**src/rtl/pta_pkg.sv**
```systemverilog
`default_nettype none

package pta_pkg;

   localparam int CSR_WIDTH       = 13;
   localparam int BYTE_WIDTH      = 8;
   localparam int GLYPH_WIDTH     = 7;
   localparam int LUMA_SUM_WIDTH  = 24;
   localparam int RAMP_SIZE       = 18;
   localparam int RAMP_IDX_WIDTH  = 5;
   localparam int OUTQ_DEPTH      = 4;
   localparam int OUTQ_AW         = 2;

   localparam int FRAME_WIDTH_RESET  = 640;
   localparam int FRAME_HEIGHT_RESET = 480;
   localparam int COLUMN_STEP_RESET  = 6;
   localparam int ROW_STEP_RESET     = 12;

   localparam logic [15:0] WEIGHT_FIRST  = 16'd19595;
   localparam logic [15:0] WEIGHT_SECOND = 16'd38470;
   localparam logic [15:0] WEIGHT_THIRD  = 16'd7471;

   typedef logic [GLYPH_WIDTH-1:0] glyph_type;

   localparam glyph_type NEWLINE = 7'h0A;

   localparam glyph_type RAMP_CHARS [RAMP_SIZE] = '{
      7'h4D, 7'h4E, 7'h44, 7'h38, 7'h4F, 7'h5A, 7'h24, 7'h37, 7'h49,
      7'h3F, 7'h2B, 7'h3D, 7'h7E, 7'h3A, 7'h2C, 7'h2E, 7'h2E, 7'h20
   };

   typedef enum logic [1:0] {
      REG_FRAME_WIDTH,
      REG_FRAME_HEIGHT,
      REG_COLUMN_STEP,
      REG_ROW_STEP
   } csr_reg_type;

   typedef struct packed {
      logic keep;
      logic newline;
      logic frame_end;
   } item_flags_type;

   typedef struct packed {
      glyph_type      glyph;
      item_flags_type flags;
   } queue_entry_type;

endpackage

`default_nettype wire

```
**src/rtl/pta_csr.sv**
```systemverilog
`default_nettype none

module pta_csr
   import pta_pkg::*;
#(
   parameter int MAX_DIM = 4096
) (
   input  logic                     clock,
   input  logic                     reset,
   input  logic                     csr_write,
   input  logic [1:0]               csr_index,
   input  logic [CSR_WIDTH-1:0]     csr_wdata,
   output logic [$clog2(MAX_DIM)-1:0] col_last,
   output logic [$clog2(MAX_DIM)-1:0] row_last,
   output logic [$clog2(MAX_DIM)-1:0] col_step_last,
   output logic [$clog2(MAX_DIM)-1:0] row_step_last
);

   localparam int CW = $clog2(MAX_DIM);
   localparam int DW = (CW + 1 > CSR_WIDTH) ? CW + 1 : CSR_WIDTH;
   localparam logic [DW-1:0] MAX_EXT = DW'(MAX_DIM);
   localparam logic [CW-1:0] MAX_LAST = CW'(MAX_DIM - 1);

   localparam logic [CW-1:0] WIDTH_RST = (FRAME_WIDTH_RESET > MAX_DIM) ?
      MAX_LAST : CW'(FRAME_WIDTH_RESET - 1);
   localparam logic [CW-1:0] HEIGHT_RST = (FRAME_HEIGHT_RESET > MAX_DIM) ?
      MAX_LAST : CW'(FRAME_HEIGHT_RESET - 1);
   localparam logic [CW-1:0] COL_STEP_RST = (COLUMN_STEP_RESET > MAX_DIM) ?
      MAX_LAST : CW'(COLUMN_STEP_RESET - 1);
   localparam logic [CW-1:0] ROW_STEP_RST = (ROW_STEP_RESET > MAX_DIM) ?
      MAX_LAST : CW'(ROW_STEP_RESET - 1);

   // Each register is kept as its clamped value minus one, the last index it allows.
   function automatic logic [CW-1:0] last_of(input logic [CSR_WIDTH-1:0] v);
      logic [DW-1:0] ext;
      logic [DW-1:0] less;
      ext  = DW'(v);
      less = ext - DW'(1);
      if (v == '0) begin
         return '0;
      end else if (ext > MAX_EXT) begin
         return MAX_LAST;
      end else begin
         return less[CW-1:0];
      end
   endfunction

   logic [CW-1:0] col_last_ff, col_last_in;
   logic [CW-1:0] row_last_ff, row_last_in;
   logic [CW-1:0] col_step_ff, col_step_in;
   logic [CW-1:0] row_step_ff, row_step_in;
   logic [CW-1:0] wr_last;

   assign wr_last = last_of(csr_wdata);

   always_comb begin
      col_last_in = col_last_ff;
      row_last_in = row_last_ff;
      col_step_in = col_step_ff;
      row_step_in = row_step_ff;
      if (csr_write) begin
         unique case (csr_reg_type'(csr_index))
            REG_FRAME_WIDTH:  col_last_in = wr_last;
            REG_FRAME_HEIGHT: row_last_in = wr_last;
            REG_COLUMN_STEP:  col_step_in = wr_last;
            REG_ROW_STEP:     row_step_in = wr_last;
            default:          col_last_in = col_last_ff;
         endcase
      end
   end

   always_ff @(posedge clock) begin
      if (reset) begin
         col_last_ff <= WIDTH_RST;
         row_last_ff <= HEIGHT_RST;
         col_step_ff <= COL_STEP_RST;
         row_step_ff <= ROW_STEP_RST;
      end else begin
         col_last_ff <= col_last_in;
         row_last_ff <= row_last_in;
         col_step_ff <= col_step_in;
         row_step_ff <= row_step_in;
      end
   end

   assign col_last      = col_last_ff;
   assign row_last      = row_last_ff;
   assign col_step_last = col_step_ff;
   assign row_step_last = row_step_ff;

endmodule

`default_nettype wire

```
**src/rtl/pta_scan.sv**
```systemverilog
`default_nettype none

module pta_scan
   import pta_pkg::*;
#(
   parameter int MAX_DIM = 4096
) (
   input  logic                       clock,
   input  logic                       reset,
   input  logic                       accept,
   input  logic [$clog2(MAX_DIM)-1:0] col_last,
   input  logic [$clog2(MAX_DIM)-1:0] row_last,
   input  logic [$clog2(MAX_DIM)-1:0] col_step_last,
   input  logic [$clog2(MAX_DIM)-1:0] row_step_last,
   output logic                       item_valid,
   output item_flags_type             item_flags
);

   localparam int CW = $clog2(MAX_DIM);

   logic [CW-1:0] col_cnt_ff, col_cnt_in;
   logic [CW-1:0] row_cnt_ff, row_cnt_in;
   logic [CW-1:0] col_ph_ff, col_ph_in;
   logic [CW-1:0] row_ph_ff, row_ph_in;
   logic          row_had_ff, row_had_in;
   logic          row_kept;
   logic          keep;
   logic          last_col;
   logic          last_row;
   logic          newline;

   always_comb begin
      row_kept = (row_ph_ff == '0);
      keep     = row_kept && (col_ph_ff == '0);
      last_col = (col_cnt_ff >= col_last);
      last_row = (row_cnt_ff >= row_last);
      newline  = last_col && row_kept && (row_had_ff || keep);

      item_flags.keep      = keep;
      item_flags.newline   = newline;
      item_flags.frame_end = last_col && last_row;
      item_valid           = accept && (keep || newline);

      col_cnt_in = col_cnt_ff;
      row_cnt_in = row_cnt_ff;
      col_ph_in  = col_ph_ff;
      row_ph_in  = row_ph_ff;
      row_had_in = row_had_ff;

      if (accept) begin
         if (last_col) begin
            col_cnt_in = '0;
            col_ph_in  = '0;
            row_had_in = 1'b0;
            if (last_row) begin
               row_cnt_in = '0;
               row_ph_in  = '0;
            end else begin
               row_cnt_in = row_cnt_ff + CW'(1);
               row_ph_in  = (row_ph_ff >= row_step_last) ? '0 : row_ph_ff + CW'(1);
            end
         end else begin
            col_cnt_in = col_cnt_ff + CW'(1);
            col_ph_in  = (col_ph_ff >= col_step_last) ? '0 : col_ph_ff + CW'(1);
            if (keep) begin
               row_had_in = 1'b1;
            end
         end
      end
   end

   always_ff @(posedge clock) begin
      if (reset) begin
         col_cnt_ff <= '0;
         row_cnt_ff <= '0;
         col_ph_ff  <= '0;
         row_ph_ff  <= '0;
         row_had_ff <= 1'b0;
      end else begin
         col_cnt_ff <= col_cnt_in;
         row_cnt_ff <= row_cnt_in;
         col_ph_ff  <= col_ph_in;
         row_ph_ff  <= row_ph_in;
         row_had_ff <= row_had_in;
      end
   end

endmodule

`default_nettype wire

```
**src/rtl/pta_luma.sv**
```systemverilog
`default_nettype none

module pta_luma
   import pta_pkg::*;
#(
   parameter int RAMP_LAST = 16
) (
   input  logic                  clock,
   input  logic                  reset,
   input  logic                  item_valid,
   input  item_flags_type        item_flags,
   input  logic [BYTE_WIDTH-1:0] first_byte,
   input  logic [BYTE_WIDTH-1:0] second_byte,
   input  logic [BYTE_WIDTH-1:0] third_byte,
   output logic                  wr_valid,
   output queue_entry_type       wr_entry
);

   localparam int RW = $clog2(RAMP_LAST + 1);
   localparam int XW = BYTE_WIDTH + RW;
   localparam int QW_RAW = RW + 1;
   localparam int QW = (QW_RAW > RAMP_IDX_WIDTH) ? QW_RAW : RAMP_IDX_WIDTH;
   localparam logic [QW-1:0] IDX_MAX = QW'(RAMP_SIZE - 1);

   logic                  a_valid_ff, a_valid_in;
   item_flags_type        a_flags_ff;
   logic [BYTE_WIDTH-1:0] a_first_ff, a_second_ff, a_third_ff;

   logic                  b_valid_ff, b_valid_in;
   item_flags_type        b_flags_ff;
   logic [BYTE_WIDTH-1:0] lum_ff, lum_in;

   logic [LUMA_SUM_WIDTH-1:0] lum_sum;
   logic [XW-1:0]             scaled;
   logic [XW:0]               div_sum;
   logic [QW_RAW-1:0]         quot;
   logic [QW-1:0]             quot_ext;
   logic [RAMP_IDX_WIDTH-1:0] ramp_idx;

   assign a_valid_in = item_valid;
   assign b_valid_in = a_valid_ff;

   assign lum_sum = LUMA_SUM_WIDTH'(WEIGHT_FIRST)  * LUMA_SUM_WIDTH'(a_first_ff)
                  + LUMA_SUM_WIDTH'(WEIGHT_SECOND) * LUMA_SUM_WIDTH'(a_second_ff)
                  + LUMA_SUM_WIDTH'(WEIGHT_THIRD)  * LUMA_SUM_WIDTH'(a_third_ff);
   assign lum_in = lum_sum[LUMA_SUM_WIDTH-1:LUMA_SUM_WIDTH-BYTE_WIDTH];

   // Division by 255 as (x + x/256 + 1) / 256, exact over the range of x used here.
   assign scaled   = XW'(lum_ff) * XW'(RAMP_LAST);
   assign div_sum  = (XW+1)'(scaled) + (XW+1)'(scaled >> 8) + (XW+1)'(1);
   assign quot     = div_sum[XW:8];
   assign quot_ext = QW'(quot);
   assign ramp_idx = (quot_ext > IDX_MAX) ? IDX_MAX[RAMP_IDX_WIDTH-1:0]
                                          : quot_ext[RAMP_IDX_WIDTH-1:0];

   always_ff @(posedge clock) begin
      if (reset) begin
         a_valid_ff <= 1'b0;
         b_valid_ff <= 1'b0;
      end else begin
         a_valid_ff <= a_valid_in;
         b_valid_ff <= b_valid_in;
      end
   end

   always_ff @(posedge clock) begin
      a_flags_ff  <= item_flags;
      a_first_ff  <= first_byte;
      a_second_ff <= second_byte;
      a_third_ff  <= third_byte;
      b_flags_ff  <= a_flags_ff;
      lum_ff      <= lum_in;
   end

   assign wr_valid       = b_valid_ff;
   assign wr_entry.glyph = RAMP_CHARS[ramp_idx];
   assign wr_entry.flags = b_flags_ff;

endmodule

`default_nettype wire

```
**src/rtl/pta_outq.sv**
```systemverilog
`default_nettype none

module pta_outq
   import pta_pkg::*;
(
   input  logic            clock,
   input  logic            reset,
   input  logic            claim,
   input  logic            wr_valid,
   input  queue_entry_type wr_entry,
   input  logic            rsp_stall,
   output logic            rsp_valid,
   output glyph_type       rsp_glyph,
   output logic            rsp_run_end,
   output logic            rsp_frame_end,
   output logic            full
);

   queue_entry_type       mem_ff [OUTQ_DEPTH];
   logic [OUTQ_AW-1:0]    wptr_ff, wptr_in;
   logic [OUTQ_AW-1:0]    rptr_ff, rptr_in;
   logic [OUTQ_AW:0]      fill_ff, fill_in;
   logic [OUTQ_AW:0]      credit_ff, credit_in;
   logic                  sub_ff, sub_in;
   queue_entry_type       head;
   logic                  two_words;
   logic                  final_word;
   logic                  take;
   logic                  pop;

   // The credit counts pixels with results from acceptance until their last word leaves,
   // so the queue can never overflow while the pipe ahead of it keeps moving.
   always_comb begin
      head       = mem_ff[rptr_ff];
      two_words  = head.flags.keep && head.flags.newline;
      final_word = !(two_words && !sub_ff);
      take       = rsp_valid && !rsp_stall;
      pop        = take && final_word;

      wptr_in   = wr_valid ? wptr_ff + OUTQ_AW'(1) : wptr_ff;
      rptr_in   = pop ? rptr_ff + OUTQ_AW'(1) : rptr_ff;
      fill_in   = fill_ff + (OUTQ_AW+1)'(wr_valid) - (OUTQ_AW+1)'(pop);
      credit_in = credit_ff + (OUTQ_AW+1)'(claim) - (OUTQ_AW+1)'(pop);

      sub_in = sub_ff;
      if (pop) begin
         sub_in = 1'b0;
      end else if (take) begin
         sub_in = 1'b1;
      end
   end

   always_ff @(posedge clock) begin
      if (reset) begin
         wptr_ff   <= '0;
         rptr_ff   <= '0;
         fill_ff   <= '0;
         credit_ff <= '0;
         sub_ff    <= 1'b0;
      end else begin
         wptr_ff   <= wptr_in;
         rptr_ff   <= rptr_in;
         fill_ff   <= fill_in;
         credit_ff <= credit_in;
         sub_ff    <= sub_in;
      end
   end

   always_ff @(posedge clock) begin
      if (wr_valid) begin
         mem_ff[wptr_ff] <= wr_entry;
      end
   end

   assign rsp_valid     = (fill_ff != '0);
   assign rsp_glyph     = (head.flags.keep && !sub_ff) ? head.glyph : NEWLINE;
   assign rsp_run_end   = final_word;
   assign rsp_frame_end = head.flags.frame_end;
   assign full          = (credit_ff == (OUTQ_AW+1)'(OUTQ_DEPTH));

endmodule

`default_nettype wire

```
**src/rtl/pixel_to_ascii_decimator.sv**
```systemverilog
// Turns a raster stream of three-byte pixels into ASCII art. One pixel word is accepted
// per clock while req_stall is low; a decimated pixel leaves as one ramp character, and
// the pixel that closes a kept row adds a newline word after it. The output queue holds
// four pixels' worth of results, and req_stall rises only when four pixels with pending
// results are in flight. With rsp_stall low the block takes one pixel per cycle as long
// as no more than one result word per cycle has to leave; the extra newline words of
// closely spaced row ends can cost input cycles once the queue's single spare slot is
// used. Configuration writes take effect on the first pixel accepted after the write; no
// clearing pass follows reset.
`default_nettype none

module pixel_to_ascii_decimator
   import pta_pkg::*;
#(
   parameter int MAX_DIM   = 4096,
   parameter int RAMP_LAST = 16
) (
   input  logic                  clock,
   input  logic                  reset,
   input  logic                  req_valid,
   output logic                  req_stall,
   input  logic [BYTE_WIDTH-1:0] req_first_byte,
   input  logic [BYTE_WIDTH-1:0] req_second_byte,
   input  logic [BYTE_WIDTH-1:0] req_third_byte,
   output logic                  rsp_valid,
   input  logic                  rsp_stall,
   output logic [GLYPH_WIDTH-1:0] rsp_glyph,
   output logic                  rsp_run_end,
   output logic                  rsp_frame_end,
   input  logic                  csr_write,
   input  logic [1:0]            csr_index,
   input  logic [CSR_WIDTH-1:0]  csr_wdata
);

   localparam int CW = $clog2(MAX_DIM);

   logic [CW-1:0]   col_last;
   logic [CW-1:0]   row_last;
   logic [CW-1:0]   col_step_last;
   logic [CW-1:0]   row_step_last;
   logic            accept;
   logic            item_valid;
   item_flags_type  item_flags;
   logic            wr_valid;
   queue_entry_type wr_entry;
   logic            full;

   assign req_stall = full;
   assign accept    = req_valid && !req_stall;

   pta_csr #(
      .MAX_DIM (MAX_DIM)
   ) u_csr (
      .clock         (clock),
      .reset         (reset),
      .csr_write     (csr_write),
      .csr_index     (csr_index),
      .csr_wdata     (csr_wdata),
      .col_last      (col_last),
      .row_last      (row_last),
      .col_step_last (col_step_last),
      .row_step_last (row_step_last)
   );

   pta_scan #(
      .MAX_DIM (MAX_DIM)
   ) u_scan (
      .clock         (clock),
      .reset         (reset),
      .accept        (accept),
      .col_last      (col_last),
      .row_last      (row_last),
      .col_step_last (col_step_last),
      .row_step_last (row_step_last),
      .item_valid    (item_valid),
      .item_flags    (item_flags)
   );

   pta_luma #(
      .RAMP_LAST (RAMP_LAST)
   ) u_luma (
      .clock       (clock),
      .reset       (reset),
      .item_valid  (item_valid),
      .item_flags  (item_flags),
      .first_byte  (req_first_byte),
      .second_byte (req_second_byte),
      .third_byte  (req_third_byte),
      .wr_valid    (wr_valid),
      .wr_entry    (wr_entry)
   );

   pta_outq u_outq (
      .clock         (clock),
      .reset         (reset),
      .claim         (item_valid),
      .wr_valid      (wr_valid),
      .wr_entry      (wr_entry),
      .rsp_stall     (rsp_stall),
      .rsp_valid     (rsp_valid),
      .rsp_glyph     (rsp_glyph),
      .rsp_run_end   (rsp_run_end),
      .rsp_frame_end (rsp_frame_end),
      .full          (full)
   );

endmodule

`default_nettype wire

```
**config.mk**
```make
export PLATFORM = sky130hd
export DESIGN_NAME = pixel_to_ascii_decimator
export DESIGN_NICKNAME = d
export VERILOG_FILES = /design/src/rtl/pta_pkg.sv /design/src/rtl/pta_csr.sv /design/src/rtl/pta_scan.sv /design/src/rtl/pta_luma.sv /design/src/rtl/pta_outq.sv /design/src/rtl/pixel_to_ascii_decimator.sv
export SDC_FILE = /design/constraint.sdc
export NUM_CORES = 1
export LEC_CHECK = 0
export ABC_AREA = 1
export BUFFER_PORTS_ARGS = -buffer_cell sky130_fd_sc_hd__buf_2
export CORE_MARGIN = 2
export CORE_UTILIZATION = 54
export CTS_CLUSTER_DIAMETER = 30
export DETAILED_ROUTE_END_ITERATION = 10
export PLACE_DENSITY = 0.71
export SLEW_MARGIN = 30
export SYNTH_ARGS = -nofsm -noshare
export SYNTH_HDL_FRONTEND = slang
export SYNTH_SLANG_ARGS = --single-unit
```
**constraint.sdc**
```tcl
create_clock -name clock -period 6.7 [get_ports clock]
set_input_delay 1.005 -clock clock [delete_from_list [all_inputs] [get_ports clock]]
set_output_delay 1.005 -clock clock [all_outputs]
set_load 0.1 [all_outputs]
```
Yosys cells after proc, flatten, opt, wreduce, memory -nomap -nowiden --
Memories as Yosys holds them, arrays and structs flattened. A register that Yosys moved wholly into a read port is not among the register bits. Cells that the tools add are included.
Storage, ports and cells: register bits after elaboration 148, latch bits 0, memory bits (writable) 40, ROM bits 224, bits of input ports 44, output and inout bits 11, logic and storage cells 106, memories 2
Cells by class: add/sub/neg operators 15, $mul 3, div/mod/pow operators 0, order comparisons 7, eq/ne operators 4, shift operators 0, multiplexer cells 18, bitwise operators 1, reduce and logical (&&, ||, !) cells 30
Memory list:
- (name not given) | depth 32, width 7, read ports 1, clocked after memory_dff 0, write ports 0, line pta_luma.sv:76 | assign wr_entry.glyph = RAMP_CHARS[ramp_idx];
- u_outq.mem_ff | depth 4, width 10, read ports 1, clocked after memory_dff 1, write ports 1, line pta_outq.sv:19 | queue_entry_type mem_ff [OUTQ_DEPTH];
Operator list (count):
- $mux 12 | 8
- $add 12x1->12 const B | 4
- $ge 12x12->1 | 4
- $mul 15x8->23 const A | 2
- $add 23x24->24 | 1
- $add 24x21->24 | 1
- $logic_not 12->1 | 2
- $mul 13x8->21 const A | 1
- $mux 7 | 3
- $add 14x1->14 const B | 1
- $add 12x4->13 | 1
- $gt 13x13->1 const B | 1
- $logic_not 13->1 | 1
- $reduce_and 2->1 | 6
- $sub 12x1->12 const B | 1
- $logic_and 1x1->1 | 11
- $add 3x1->3 | 2
- $ge 6x6->1 const B | 1
- $gt 6x5->1 const B | 1
- $not 5->6 | 1
- $sub 3x1->3 | 2
- $mux 5 | 1
- $add 2x1->2 const B | 2
- $eq 2x2->1 const B | 2
- 10 further kinds | 18

Logic depth before layout (Yosys ltp) --
depth in word-level cells 8, gate-level depth with buffers 35, depth with buffers taken out 35

Hierarchy --
From an unflattened synthesis, not the netlist that was laid out.
Unflattened totals: cell total of the unflattened synthesis 2045, area, all modules 16188.0 µm²
Modules (own cells, without submodules):
- pta_luma | times used 1, cells an instance 962, area each 7917.6 µm², seq. area each 800.8 µm²
- pta_scan | times used 1, cells an instance 612, area each 3997.6 µm², seq. area each 980.9 µm²
- pta_outq | times used 1, cells an instance 207, area each 2262.2 µm², seq. area each 1461.4 µm²
- pta_csr | times used 1, cells an instance 262, area each 2000.7 µm², seq. area each 960.9 µm²
- pixel_to_ascii_decimator | times used 1, cells an instance 2, area each 10.0 µm², seq. area each 0.0 µm²

Worst setup path after synthesis --
No wires, ideal clock.
path kind flip-flop to flip-flop, start point reg u_luma.a_second_ff[6], end point reg u_luma.lum_ff[5], setup time 113 ps, data arrival time 5967 ps, required time 6587 ps, slack 621 ps, stages on the path, launching flop included 31, buffers on the path 0, clock period less this slack 6079 ps, path through dfxtp_1 ha_1 inv_1 fa_1 fa_1 inv_1 ha_1 nand2_1 nor2_1 nor2_1 o21ai_2 nand3_1 nand2_1 nand3_1 nand2_1 nand2_1 nand2_1 fa_1 fa_1 inv_1 fa_1 fa_1 inv_1 ha_1 a21o_1 a21oi_1 nor2_1 nor3_1 nand3_1 nand2_1 nand2_1
Between the ends: longest elaborated chain between the ends 3
RTL lines:
- from (decl) | line pta_luma.sv:27 | logic [BYTE_WIDTH-1:0] a_first_ff, a_second_ff, a_third_ff;
- from (signal assigned) | line pta_luma.sv:69 | a_second_ff <= second_byte;
- $mul 15x8->23 | line pta_luma.sv:44 | + LUMA_SUM_WIDTH'(WEIGHT_SECOND) * LUMA_SUM_WIDTH'(a_second_ff)
- $add 23x24->24 | line pta_luma.sv:44
- $add 24x21->24 | line pta_luma.sv:45 | + LUMA_SUM_WIDTH'(WEIGHT_THIRD) * LUMA_SUM_WIDTH'(a_third_ff);
- via u_luma.lum_sum[21] | line pta_luma.sv:33 | logic [LUMA_SUM_WIDTH-1:0] lum_sum;
- to (signal assigned) | line pta_luma.sv:72 | lum_ff <= lum_in;
- to (decl) | line pta_luma.sv:31 | logic [BYTE_WIDTH-1:0] lum_ff, lum_in;
The timed path passes the listed nets, and every way through them passes these cells. A chain may end at the register's enable or synchronous reset.

Worst setup path in the final report --
Ends and elaborated chain as after synthesis.

==> reports/results.tsv <==
metric	value	unit
CTS Buf Count	17	
Finished Layout Cells	2397	
# IOs	55	
initial DRC count	765	
vias in the first global route	12064	
Slew @ Worst Pin	0.946	ns
cell mode on critical path	nand2_1	
Clock Tree Buf Depth	2	
DRC violations left	0	
Hold EP	u_luma.wr_entry[1]	
clock transition at the registers of the reported paths	0.09	ns
number of library cell types mapped by synthesis	48	
all-layer global routing usage	23.5	%
first-pass GRT wire length	57800	um
Slowest-stage cell, CP	fa_1	
WHS Path Cells	0	
crit path kind	register to register	
largest net degree at the start of global routing	47	
crit path DAT	6.73	ns
Gate Count Post-Synth	1958	
via count	12297	
ANT nets after route	0	
placed cells	2364	
Pre-antenna DRT Iters	6	
area leader, netlist	dfxtp_1	
Final Setup Violations	0	
Total Routed Length	34700	um
H-tree depth	4	
Seq/Total Area, Yosys	26.6	%
max-cap violations	0	
Worst Setup Start Kind	register	
reg2reg setup slack	0.34	ns
Final nets	2389	
port bufs	54	
Synth Cell Area	15800	sq um
FP Rows	62	
Die Wd	175	um
CORE AREA	28800	sq um
Critical Path RT	7.06	ns
Worst Reg-to-Reg Cells	30	
Post-synth top cells	400 x inv_1, 343 x nand2_1, 224 x ha_1	
Max Fclk	157	MHz
Ys Warns	0	
Critical Path Sink Type	register	
P&R area growth vs syn	7.66	%
clock sink count	190	
crit-path max FO	7	
slew margin rel.	36.9	%
min Tclk post-route	6.36	ns
Routed WL per cell	14.5	um
largest cells by area after synthesis	dfxtp_1 19%, ha_1 18%, fa_1 15%	
Final Slew Violations	0	
Yosys reg bits	190	
status	completed	
antenna diode count	0	
post-route clock period utilization	95.0	%
Worst-Skew Late Latency	0.46	ns
Die Ht	175	um
CTS tree	yes	
Initial Utilization	54.9	%
min-delay src	u_luma.a_flags_ff[1]	
routed vias/inst	5.13	
reg2reg start	u_luma.a_second_ff[6]	
async set or reset register ratio after synthesis	0	%
reg-to-reg endpoint	u_luma.lum_ff[5]	
syn_area_per_cell	8.07	sq um
hpwl dp	27200	um
Post-synth EDFFs	40	
Hold Path Class	register to register	
Yosys top cell area share	19.0	%
routability cong.	0.923	
slowest stage delay, CP	0.55	ns
Final Hold Fails	0	
layout cells sized above 1	6.41	%
Fin Clk Skew	0.0159	ns
most common cell in the netlist	inv_1	
Post-Syn Nets	2346	
initial antenna violation count	0	
DIE AREA	30600	sq um
Primary FF master, synth	dfxtp_1	
grt total ovfl	0	
clk root buf	clkbuf_16	
-- final cells by class --
| type | count | area, sq um |
|---|---|---|
| Fill cell | 2574 | 11800 |
| Multi-Input combinational cell | 1326 | 9920 |
| Sequential cell | 190 | 4210 |
| Inverter | 406 | 1530 |
| Tap cell | 384 | 480 |
| Clock buffer | 18 | 429 |
| Timing Repair Buffer | 60 | 315 |
| Clock inverter | 13 | 126 |
-- registers in the layout, summed over array words and instances (netlist names), 12 cells and up, named ones only --
name and flops:
u_outq.mem_ff 40, u_csr.col_last 12, u_csr.col_step_last 12, u_csr.row_last 12, u_csr.row_step_last 12, u_scan.col_cnt_ff 12, u_scan.col_ph_ff 12, u_scan.row_cnt_ff 12
u_scan.row_ph_ff 12
-- placed cells by master (no fill, tap or decap), types with 3 or more instances in the layout --
cell	n
inv_1	400
nand2_1	343
ha_1	222
nor2_1	177
dfxtp_1	147
a21oi_1	120
fa_1	120
o21ai_0	91
nand3_1	70
buf_2	54
edfxtp_1	40
xor2_1	34
nand4_1	24
nor3_1	21
clkbuf_16	17
xnor2_1	11
a21o_1	10
o21ai_1	8
o21bai_1	8
nor4_1	8
o211ai_1	7
buf_4	6
nor2_2	5
a31oi_1	5
nand2_2	5
inv_2	4
nor3_2	4
inv_6	4
o22ai_1	3
o21ai_2	3
or2_2	3
o21a_1	3
inv_8	3
clkinv_4	3
-- metal layers --
| layer | share of wire (%) | GRT usage (%) | vias to the layer above |
|---|---|---|---|
| met4 | 1.7 | 7.08 | 0 |
| met1 | 48 | 31.7 | 5726 |
| li1 | - | - | 6271 |
| met2 | 46 | 39.2 | 263 |
| met3 | 4.4 | 3.52 | 37 |
| met5 | 0 | 0 | - |
-- cell families after synthesis --
logic type	Yosys count	synth area share, %
and+or+nand+nor	671	17.9
buffers and inverters	442	10.9
adders and majority gates	344	32.9
AOI/OAI and AO/OA	266	9.16
DFF	190	26.6
xor gates and xnor gates	45	2.49
-- how the worst max path moves through the flow --
| stage | startpoint | slack, ns | cells past startpoint | endpoint |
|---|---|---|---|---|
| 2_1_floorplan | u_luma.a_second_ff[6] | 0.62 | 30 | u_luma.lum_ff[5] |
| 3_3_place_gp | u_luma.a_second_ff[6] | 0.22 | 30 | u_luma.lum_ff[5] |
| 3_5_place_dp | u_luma.a_second_ff[6] | 0.18 | 30 | u_luma.lum_ff[5] |
| 4_1_cts | u_luma.a_second_ff[6] | 0.16 | 30 | u_luma.lum_ff[5] |
| 5_1_grt | u_luma.a_second_ff[5] | -0.01 | 30 | u_luma.lum_ff[5] |
| 6_report | u_luma.a_second_ff[6] | 0.34 | 30 | u_luma.lum_ff[5] |
-- stage by stage --
| stage | TNS (ns) | worst slack [ns] | hold WS [ns] | area, sq um | util [%] |
|---|---|---|---|---|---|
| after floorplan | 0 | 0.621 | 0.310 | 15800 | - |
| after global placement | 0 | 0.222 | 0.312 | 16400 | 57.0 |
| after detailed placement | 0 | 0.178 | 0.314 | 16400 | 57.0 |
| after CTS | 0 | 0.158 | 0.332 | 17000 | 58.9 |
| after global routing | -0.0340 | -0.0140 | 0.335 | 17000 | 59.1 |
| final | 0 | 0.336 | 0.331 | 17000 | 59.1 |
-- critical path: cells and delay by family (launching register included) --
kind | cells | cell delay (ns)
flip-flops | 1 | 0.38
buffers and inverters | 4 | 0.22
AO/OA/AOI/OAI | 3 | 0.58
adder cells (fa/ha/maj) | 9 | 3.88
AND/OR/NAND/NOR | 14 | 1.21
-- timing repair --
| action | CTS | global route |
|---|---|---|
| endpoints found under the hold margin | 0 | 0 |
| endpoints found under the setup margin | 0 | 7 |
| buffers inserted | 0 | 2 |
| hold buffers | 0 | 0 |
| gates resized for setup | 0 | 8 |
Power is not shown: default switching activity piles up to over one toggle a cycle in this logic, so the estimate is an artifact.
